<file path="src/ps2dec_pkg.sv">
// Package with the beat types, codes and scan code table of the PS/2 decoder.
`default_nettype none
package ps2dec_pkg;

	localparam logic       KIND_SCAN    = 1'b0;
	localparam logic       KIND_READ    = 1'b1;
	localparam logic [7:0] BREAK_PREFIX = 8'hF0;

	typedef struct packed {
		logic       kind;
		logic [7:0] scan_code;
	} in_beat_t;

	typedef struct packed {
		logic [6:0] taken_char;
		logic       char_taken;
		logic       char_pending;
	} out_beat_t;

	function automatic logic [6:0] map_code(input logic [7:0] code);
		logic [6:0] ch;
		begin
			case (code)
				8'h1C: ch = 7'h41; 8'h32: ch = 7'h42; 8'h21: ch = 7'h43;
				8'h23: ch = 7'h44; 8'h24: ch = 7'h45; 8'h2B: ch = 7'h46;
				8'h34: ch = 7'h47; 8'h33: ch = 7'h48; 8'h43: ch = 7'h49;
				8'h3B: ch = 7'h4A; 8'h42: ch = 7'h4B; 8'h4B: ch = 7'h4C;
				8'h3A: ch = 7'h4D; 8'h31: ch = 7'h4E; 8'h44: ch = 7'h4F;
				8'h4D: ch = 7'h50; 8'h15: ch = 7'h51; 8'h2D: ch = 7'h52;
				8'h1B: ch = 7'h53; 8'h2C: ch = 7'h54; 8'h3C: ch = 7'h55;
				8'h2A: ch = 7'h56; 8'h1D: ch = 7'h57; 8'h22: ch = 7'h58;
				8'h35: ch = 7'h59; 8'h1A: ch = 7'h5A;
				8'h45: ch = 7'h30; 8'h16: ch = 7'h31; 8'h1E: ch = 7'h32;
				8'h26: ch = 7'h33; 8'h25: ch = 7'h34; 8'h2E: ch = 7'h35;
				8'h36: ch = 7'h36; 8'h3D: ch = 7'h37; 8'h3E: ch = 7'h38;
				8'h46: ch = 7'h39;
				8'h29: ch = 7'h20;
				8'h5A: ch = 7'h0A;
				8'h66: ch = 7'h08;
				default: ch = 7'h00;
			endcase
			return ch;
		end
	endfunction

endpackage
`default_nettype wire

</file>
<file path="src/ps2dec_core.sv">
// Decoder state and the single-pass next-state and result logic.
`default_nettype none
module ps2dec_core (
	input  wire logic                 clk,
	input  wire logic                 arst_n,
	input  wire logic                 en,
	input  wire ps2dec_pkg::in_beat_t item,
	output ps2dec_pkg::out_beat_t     result
);

	logic       break_armed_q;
	logic [7:0] remembered_code_q;
	logic       repeat_swallowed_q;
	logic [6:0] held_char_q;
	logic       held_valid_q;

	logic       break_armed_d;
	logic [7:0] remembered_code_d;
	logic       repeat_swallowed_d;
	logic [6:0] held_char_d;
	logic       held_valid_d;
	logic [6:0] mapped;
	logic       taken;

	assign mapped = ps2dec_pkg::map_code(item.scan_code);

	always_comb begin
		break_armed_d      = break_armed_q;
		remembered_code_d  = remembered_code_q;
		repeat_swallowed_d = repeat_swallowed_q;
		held_char_d        = held_char_q;
		held_valid_d       = held_valid_q;
		taken              = 1'b0;
		if (item.kind == ps2dec_pkg::KIND_SCAN) begin
			if (item.scan_code == ps2dec_pkg::BREAK_PREFIX) begin
				break_armed_d = 1'b1;
			end else if (break_armed_q) begin
				break_armed_d = 1'b0;
				if (item.scan_code == remembered_code_q) begin
					remembered_code_d  = 8'h00;
					repeat_swallowed_d = 1'b0;
				end
			end else if (item.scan_code == remembered_code_q && !repeat_swallowed_q) begin
				repeat_swallowed_d = 1'b1;
			end else begin
				remembered_code_d  = item.scan_code;
				repeat_swallowed_d = 1'b0;
				if (mapped != 7'h00) begin
					held_char_d  = mapped;
					held_valid_d = 1'b1;
				end
			end
		end else if (held_valid_q) begin
			taken        = 1'b1;
			held_valid_d = 1'b0;
		end
	end

	assign result.taken_char   = taken ? held_char_q : 7'h00;
	assign result.char_taken   = taken;
	assign result.char_pending = held_valid_d;

	always_ff @(posedge clk or negedge arst_n) begin
		if (!arst_n) begin
			break_armed_q      <= 1'b0;
			remembered_code_q  <= 8'h00;
			repeat_swallowed_q <= 1'b0;
			held_char_q        <= 7'h00;
			held_valid_q       <= 1'b0;
		end else if (en) begin
			break_armed_q      <= break_armed_d;
			remembered_code_q  <= remembered_code_d;
			repeat_swallowed_q <= repeat_swallowed_d;
			held_char_q        <= held_char_d;
			held_valid_q       <= held_valid_d;
		end
	end

endmodule
`default_nettype wire

</file>
<file path="src/ps2_scancode_to_ascii_decoder.sv">
// Top level of the PS/2 set-2 scan code decoder with a one-character buffer.
//
//   channel  direction  handshake                     payload
//   item     in         item_valid / item_stall       kind, scan_code
//   result   out        result_valid / result_stall   taken_char, char_taken, char_pending
//
// Each beat passes an input register and a result register; the result register
// captures the output of the decode logic for the beat held in the input register.
// The rate is one beat a cycle, set by the decode logic, while the result is not stalled.
// Reset clears the decoder state and empties both registers.
// A stalled result holds the input register, which then stalls the item channel.
`default_nettype none
module ps2_scancode_to_ascii_decoder (
	input  wire logic                  clk,
	input  wire logic                  arst_n,
	input  wire logic                  item_valid,
	output logic                       item_stall,
	input  wire ps2dec_pkg::in_beat_t  item,
	output logic                       result_valid,
	input  wire logic                  result_stall,
	output ps2dec_pkg::out_beat_t      result
);

	logic                  valid_s1;
	ps2dec_pkg::in_beat_t  item_s1;
	logic                  advance;
	ps2dec_pkg::out_beat_t result_d;
	ps2dec_pkg::out_beat_t result_q;
	logic                  result_valid_q;

	assign advance    = !result_valid_q || !result_stall;
	assign item_stall = valid_s1 && !advance;

	always_ff @(posedge clk or negedge arst_n) begin
		if (!arst_n) begin
			valid_s1 <= 1'b0;
		end else if (!item_stall) begin
			valid_s1 <= item_valid;
		end
	end

	always_ff @(posedge clk) begin
		if (!item_stall && item_valid) begin
			item_s1 <= item;
		end
	end

	ps2dec_core u_core (
		.clk    (clk),
		.arst_n (arst_n),
		.en     (valid_s1 && advance),
		.item   (item_s1),
		.result (result_d)
	);

	always_ff @(posedge clk or negedge arst_n) begin
		if (!arst_n) begin
			result_valid_q <= 1'b0;
		end else if (advance) begin
			result_valid_q <= valid_s1;
		end
	end

	always_ff @(posedge clk) begin
		if (advance && valid_s1) begin
			result_q <= result_d;
		end
	end

	assign result_valid = result_valid_q;
	assign result       = result_q;

	a_taken_has_char: assert property (@(posedge clk) disable iff (!arst_n)
		result_valid && result.char_taken |-> result.taken_char != 7'h00)
		else $error("taken character is zero");

	a_no_take_no_char: assert property (@(posedge clk) disable iff (!arst_n)
		result_valid && !result.char_taken |-> result.taken_char == 7'h00)
		else $error("character shown without a read");

	a_take_empties: assert property (@(posedge clk) disable iff (!arst_n)
		result_valid && result.char_taken |-> !result.char_pending)
		else $error("buffer still full after a read");

	a_stall_holds_s1: assert property (@(posedge clk) disable iff (!arst_n)
		item_stall |=> valid_s1 && $stable(item_s1))
		else $error("input register changed while stalled");

endmodule
`default_nettype wire
</file>
<file path="config.mk">
export PLATFORM = sky130hd
export DESIGN_NAME = ps2_scancode_to_ascii_decoder
export DESIGN_NICKNAME = d
export VERILOG_FILES = /design/src/ps2dec_pkg.sv /design/src/ps2dec_core.sv /design/src/ps2_scancode_to_ascii_decoder.sv
export SDC_FILE = /design/constraint.sdc
export NUM_CORES = 1
export LEC_CHECK = 0
export ABC_AREA = 1
export BUFFER_PORTS_ARGS = -buffer_cell sky130_fd_sc_hd__buf_4
export CAP_MARGIN = 40
export CORE_MARGIN = 8
export CORE_UTILIZATION = 44
export CTS_CLUSTER_DIAMETER = 50
export DETAILED_ROUTE_END_ITERATION = 6
export PLACE_DENSITY = 0.62
export REMOVE_ABC_BUFFERS = 1
export SKIP_CTS_REPAIR_TIMING = 1
export SYNTH_ARGS = -nofsm -noshare
export SYNTH_HDL_FRONTEND = slang
export SYNTH_SLANG_ARGS = --single-unit
</file>
<file path="constraint.sdc">
create_clock -name clk -period 2.7 [get_ports clk]
set_clock_uncertainty 0.1 [all_clocks]
set_input_delay 0.54 -clock clk [delete_from_list [all_inputs] [get_ports clk]]
set_output_delay 0.54 -clock clk [all_outputs]
set_load 0.05 [all_outputs]
</file>
==> results of run 1 <==
kinds of logic after synthesis:
| family | count (synthesis) | share of synthesized area [%] |
|---|---|---|
| buffers and inverters | 51 | 8.55 |
| XOR/XNOR | 7 | 2.29 |
| adder cells (fa/ha/maj) | 6 | 2.80 |
| flip-flops | 45 | 44.1 |
| AND/OR/NAND/NOR | 187 | 33.5 |
| AO/OA/AOI/OAI | 38 | 8.79 |
area by class of cell:
cell class / count / area, um2 / area share [%]
Tap cell: 75 / 93.8 / 3.09
Sequential cell: 45 / 1180 / 38.8
Clock inverter: 3 / 68.8 / 2.26
Clock buffer: 5 / 68.8 / 2.26
Multi-Input combinational cell: 238 / 1270 / 41.7
Timing Repair Buffer: 26 / 195 / 6.42
Inverter: 44 / 165 / 5.43
how the worst min path moves through the flow:
| stage | startpoint | endpoint | slack, ps |
|---|---|---|---|
| final | arst_n | u_core.remembered_code_q[4] | 0.9 |
| after global routing | arst_n | u_core.remembered_code_q[1] | 6 |
| after CTS | arst_n | u_core.remembered_code_q[4] | 3 |
| after detailed placement | arst_n | u_core.remembered_code_q[4] | 330 |
| after global placement | arst_n | u_core.remembered_code_q[4] | 330 |
| after floorplan | arst_n | result_valid | 140 |
placed cells by master, fill, tap and decap left out:
cell / n
nand4_1: 3
dfrtp_1: 20
a21oi_1: 14
bufinv_16: 2
nand3_1: 28
a31oi_1: 1
nand3_4: 1
buf_4: 26
inv_2: 5
ha_1: 6
o21ai_1: 7
clkbuf_8: 5
nand2_8: 1
nor2_4: 2
o21ai_4: 2
o21ai_0: 9
dfxtp_1: 7
nor2_2: 6
nand2_4: 8
xor2_1: 7
nor3_1: 2
a22oi_2: 1
inv_6: 1
o21ai_2: 2
nand2_1: 100
nand2_2: 7
nor2_1: 25
edfxtp_1: 18
o211ai_1: 1
nand3b_1: 1
o22a_1: 1
nor4_1: 2
inv_1: 39
or2_2: 1
synth_stat cells:
cell / count / area (um2)
ha_1: 6 / 75.1
nor2_1: 25 / 93.8
o21ai_4: 2 / 32.5
a22oi_2: 1 / 12.5
buf_2: 2 / 10.0
buf_4: 1 / 7.51
nand2_8: 1 / 20.0
nand3b_1: 1 / 7.51
nand3_4: 1 / 17.5
clkbuf_1: 1 / 3.75
nor2_2: 6 / 37.5
or2_2: 1 / 6.26
o21ai_2: 2 / 17.5
buf_12: 1 / 20.0
o211ai_1: 1 / 7.51
inv_1: 39 / 146
nand4_1: 3 / 18.8
o21ai_0: 9 / 45.0
buf_6: 2 / 22.5
a31oi_1: 1 / 6.26
inv_2: 5 / 18.8
nand2_4: 8 / 90.1
nand2_2: 7 / 43.8
nand2_1: 100 / 375
o22a_1: 1 / 8.76
xor2_1: 7 / 61.3
nor4_1: 2 / 12.5
edfxtp_1: 18 / 541
nand3_1: 28 / 140
nor2_4: 2 / 22.5
dfxtp_1: 7 / 140
o21ai_1: 7 / 35.0
dfrtp_1: 20 / 500
nor3_1: 2 / 10.0
a21oi_1: 14 / 70.1
metal layers:
| metal | track usage, % | vias up | wire (um) |
|---|---|---|---|
| met3 | 2.16 | 17 | 275 |
| met4 | 8.32 | 0 | 196 |
| met2 | 24.0 | 66 | 2770 |
| li1 | - | 1117 | - |
| met5 | 0 | - | 0 |
| met1 | 16.8 | 1005 | 2560 |
critical path, cell delays in order (launching register included):
cell	delay (ps)
dfrtp_1	420
nand3_4	150
nand2_4	250
nand2_2	80
nand2_2	130
ha_1	240
inv_1	110
nand2_1	120
nor2_2	190
nor2_1	70
nand3_1	90
nand2_1	60
nand2_1	60
nand2_1	40
nand2_1	50
stage by stage:
stage / hold slack [ps] / util [%] / cell area (um2)
floorplan: 144 / - / 2610
global placement: 332 / 49.3 / 2900
detailed placement: 333 / 49.3 / 2900
CTS: 2.83 / 51.7 / 3040
global route: 5.98 / 51.7 / 3040
finish: 0.883 / 51.7 / 3040
where the power goes:
part	internal [uW]	total (uW)	switching [uW]
Clock	373	615	243
Sequential	890	980	89.6
Combinational	239	723	484
==> flow_summary.toml, run 1 <==
[outcome]
status = "complete, no violations"

[routing]
wl_mm = 5.80
viasPerCell = 5.06
firstDrtPassIters = 4
drc = 0
ant_nets = 0
vias = 2205
drt_iter0_markers = 137
wl_per_cell_um = 13.3

[die]
die-area_um2 = 8840
die_width_um = 94.0
coreArea_um2 = 5890
rows = 28
die_y_um = 94.0
start_util_pct = 45.5
io_pins = 24

[sta]
max_freq_ghz = 0.451
period_needed_ps = 2220
finalMaxSlewViolations = 0
layout_setup_ws_ps = 484
worst_slew_pin_slew_ps = 439
period_share_pct = 82.1
hold_violations = 0
fin_tns_setup_ps = 0
setup_viol = 0
rsz0062_at_grt = "false"
slew_headroom_pct = 70.7

[layout]
insertedDiodeCount = 0
nFillCells = 580
fin_cells = 436
layout-drive-gt1-share_pct = 19.4
nNetsFinal = 379
synthToLayoutAreaGrowth_pct = 13.6

[global_routing]
grt_overflow_total = 0
grt_pass1_wl_mm = 10.2
antenna_found_initial = 0
grt_use_total_pct = 14.3
grt_max_degree = 21
grt_pass1_vias = 2297

[yosys]
yosys_register_bits = 45
avgSynthCellArea_um2 = 8.02
syn_inst = 334
yosysWarnings = 0
synth_area_um2 = 2680
ys_types = 35
yosysSeqAreaShare_pct = 44.1

[place]
dp_hpwl_mm = 4.55
placedCellCount = 428
dp_slack_ps = 301
gp_congestion = 0.936
io_buffers = 23

[run]
max_cap_violations = 0

[clock_tree]
cts-buffers-inserted = 5
clk_latency_ps = 300
cts_max_path_buffers = 2
ctsHtreeMaxLevel = 2
cts.reportedPaths.clkPinSlew_ps = 90
cts_root_buffer = "clkbuf_8"
clock_sinks = 45
cts_tree = "done"

[power]
power_uw = 2320
p_leak_uw = 0.00149
pwr_density_cell_nw_per_um2 = 762
ir_worst_vdd_v = 0.000301

[worst_setup_path]
crit_type = "flip-flop to flip-flop"
cp-startpoint = "result_valid"
cp.required_ps = 2850
cp-start-kind = "flip-flop"
ff2ff_setup_slack_ps = 480
r2r_start = "result_valid"
reg2reg_depth = 14
cp_max_fo = 14
crit_arrival_ps = 2360
end_kind = "flip-flop"

[min_path]
hp-class = "input port to asynchronous set/reset pin"
(Power assumes the default switching activity.)
==> inputs of run 2 (changes only) <==
--- a/config.mk
+++ b/config.mk
@@ -5,14 +5,14 @@
 export SDC_FILE = /design/constraint.sdc
 export NUM_CORES = 1
 export LEC_CHECK = 0
-export ABC_AREA = 1
+export ABC_AREA = 0
 export BUFFER_PORTS_ARGS = -buffer_cell sky130_fd_sc_hd__buf_4
 export CAP_MARGIN = 40
 export CORE_MARGIN = 8
 export CORE_UTILIZATION = 44
 export CTS_CLUSTER_DIAMETER = 50
 export DETAILED_ROUTE_END_ITERATION = 6
-export PLACE_DENSITY = 0.62
+export PLACE_DENSITY = 0.64
 export REMOVE_ABC_BUFFERS = 1
 export SKIP_CTS_REPAIR_TIMING = 1
 export SYNTH_ARGS = -nofsm -noshare
==> constraint.sdc (replaced) <==
create_clock -name clk -period 2 [get_ports clk]
set_clock_uncertainty 0.1 [all_clocks]
set_input_delay 0.4 -clock clk [delete_from_list [all_inputs] [get_ports clk]]
set_output_delay 0.4 -clock clk [all_outputs]
set_load 0.05 [all_outputs]
==> flow_summary.toml, run 2 <==
[routing]
firstDrtPassIters = 4
drc = 0
ant_nets = 0
wl_mm = 8.55
wl_per_cell_um = 17.9
viasPerCell = 5.76
drt_iter0_markers = 186
vias = 2747

[die]
io_pins = 24
rows = 29
die_y_um = 97.5
start_util_pct = 45.8
die_width_um = 97.5
coreArea_um2 = 6390
die-area_um2 = 9510

[global_routing]
antenna_found_initial = 0
grt_max_degree = 21
grtUsageMet2_pct = 28.3
grt_pass1_wl_mm = 13.7
use_met3_pct = 1.71
busiest_layer = "met2"
grt_pass1_vias = 2662
grt_use_total_pct = 17.2
grt_overflow_total = 0
grt.met1_usage_pct = 22.3

[outcome]
status = "finished, violations left"
violations = "negative setup slack"

[yosys]
synth_top_cell_area_share_pct = 18.5
yosysWarnings = 0
synth_top_area_cell = "edfxtp_1"
yosys_register_bits = 45
ys_types = 64
synthTopCellsByArea = "edfxtp_1 18%, dfrtp_1 17%, dfxtp_1 4.8%"
ys.flop_type = "dfrtp_1"
yosysSeqAreaShare_pct = 40.4
syn_inst = 307
synthTopCellsByCount = "34 x nand2_1, 20 x dfrtp_1, 18 x edfxtp_1, 18 x nand2b_1, 17 x o21ai_0"
avgSynthCellArea_um2 = 9.52
synth_edf_count = 18
synth_most_common_cell = "nand2_1"
postSynth.asyncResetShare_pct = 44.4
synth_area_um2 = 2920

[worst_setup_path]
cp_max_fo = 9
crit_type = "flip-flop to flip-flop"
cp-start-kind = "flip-flop"
end_kind = "flip-flop"
crit_arrival_ps = 2340
cp.required_ps = 2100

[power]
power_uw = 3210
ir_worst_vdd_v = 0.000509
p_leak_uw = 0.00176
pwr_density_cell_nw_per_um2 = 797

[clock_tree]
cts_tree = "done"
cts.reportedPaths.clkPinSlew_ps = 90
ctsHtreeMaxLevel = 2
cts_max_path_buffers = 2
cts_root_buffer = "clkbuf_8"
clock_sinks = 45
cts-buffers-inserted = 5
clk_latency_ps = 300

[sta]
period_share_pct = 112
fin_tns_setup_ps = -2400
rsz0062_at_grt = "true"
max_freq_ghz = 0.447
slew_headroom_pct = 52.3
finalMaxSlewViolations = 0
hold_violations = 0
setup_viol = 15
layout_setup_ws_ps = -239
period_needed_ps = 2240
worst_slew_pin_slew_ps = 706

[place]
dp_hpwl_mm = 6.33
gp_congestion = 0.966
dp_slack_ps = -346
io_buffers = 23

[layout]
insertedDiodeCount = 0
nNetsFinal = 418
layout_commonest_cell = "buf_4"
nFillCells = 533
final_cell_mix = "100 x buf_4, 27 x nand2_1, 20 x dfrtp_1, 18 x nand2b_1, 18 x edfxtp_1"
synthToLayoutAreaGrowth_pct = 37.8
regArea_um2 = 1180
layout-drive-gt1-share_pct = 39.8
multiInputGateArea_um2 = 1760

[min_path]
hp-class = "input port to flip-flop"

[run]
max_cap_violations = 0
[run 2: layer usage]
metal	part of all wire (%)	wire, um	vias to the layer above
met4	2.5	216	0
met1	46	3930	1334
li1	-	-	1316
met2	48	4100	83
met3	3.5	300	14
met5	0	0	-
[run 2: final cells by class]
class / instances / share of cell area, %
Timing Repair Buffer: 105 / 20.0
Inverter: 10 / 1.18
Sequential cell: 45 / 29.3
Tap cell: 77 / 2.39
Multi-Input combinational cell: 232 / 43.7
Clock inverter: 3 / 1.71
Clock buffer: 5 / 1.71
[run 2: metrics by stage]
stage | utilization (%) | hold WS [ps] | std cells | area (um2)
floorplan | - | 4.41 | 287 | 2800
global placement | 56.4 | 196 | 458 | 3600
detailed placement | 56.4 | 196 | 458 | 3600
CTS | 58.5 | -136 | 466 | 3740
global route | 63.1 | 166 | 477 | 4030
finish | 63.1 | 178 | 477 | 4030
[run 2: worst max-delay path: stages (launching register included)]
cell and delay [ps]:
dfrtp_1 420, nand3_4 130, buf_4 160, inv_8 50, buf_4 120, o211a_4 250, buf_4 160, or3_1 360
a221o_1 300, o311ai_1 100
[run 2: final timing paths]
path / cells after the start / start / slack [ps] / end
max: 9 / result_valid / -240 / flip-flop
min: 1 / item[8] / 180 / item_s1[8]
max reg2reg: 9 / result_valid / -240 / flip-flop
min reg2reg: 2 / flip-flop / 360 / u_core.held_char_q[4]
max in group asynchronous: 2 / arst_n / 1180 / u_core.held_char_q[6]
min in group asynchronous: 2 / arst_n / 410 / result_valid
[run 2: power breakdown]
group          switching, uW  internal, uW  leakage, uW
registers                110          1120     0.000493
logic                    598           546      0.00120
clock network            332           503    0.0000687
[run 2: cells by family after synthesis]
group | synth area share [%]
compound gates | 21.0
xor+xnor | 3.30
fa+ha+maj | 2.57
buf+inv | 5.74
flops | 40.4
mux | 4.54
simple gates | 22.4
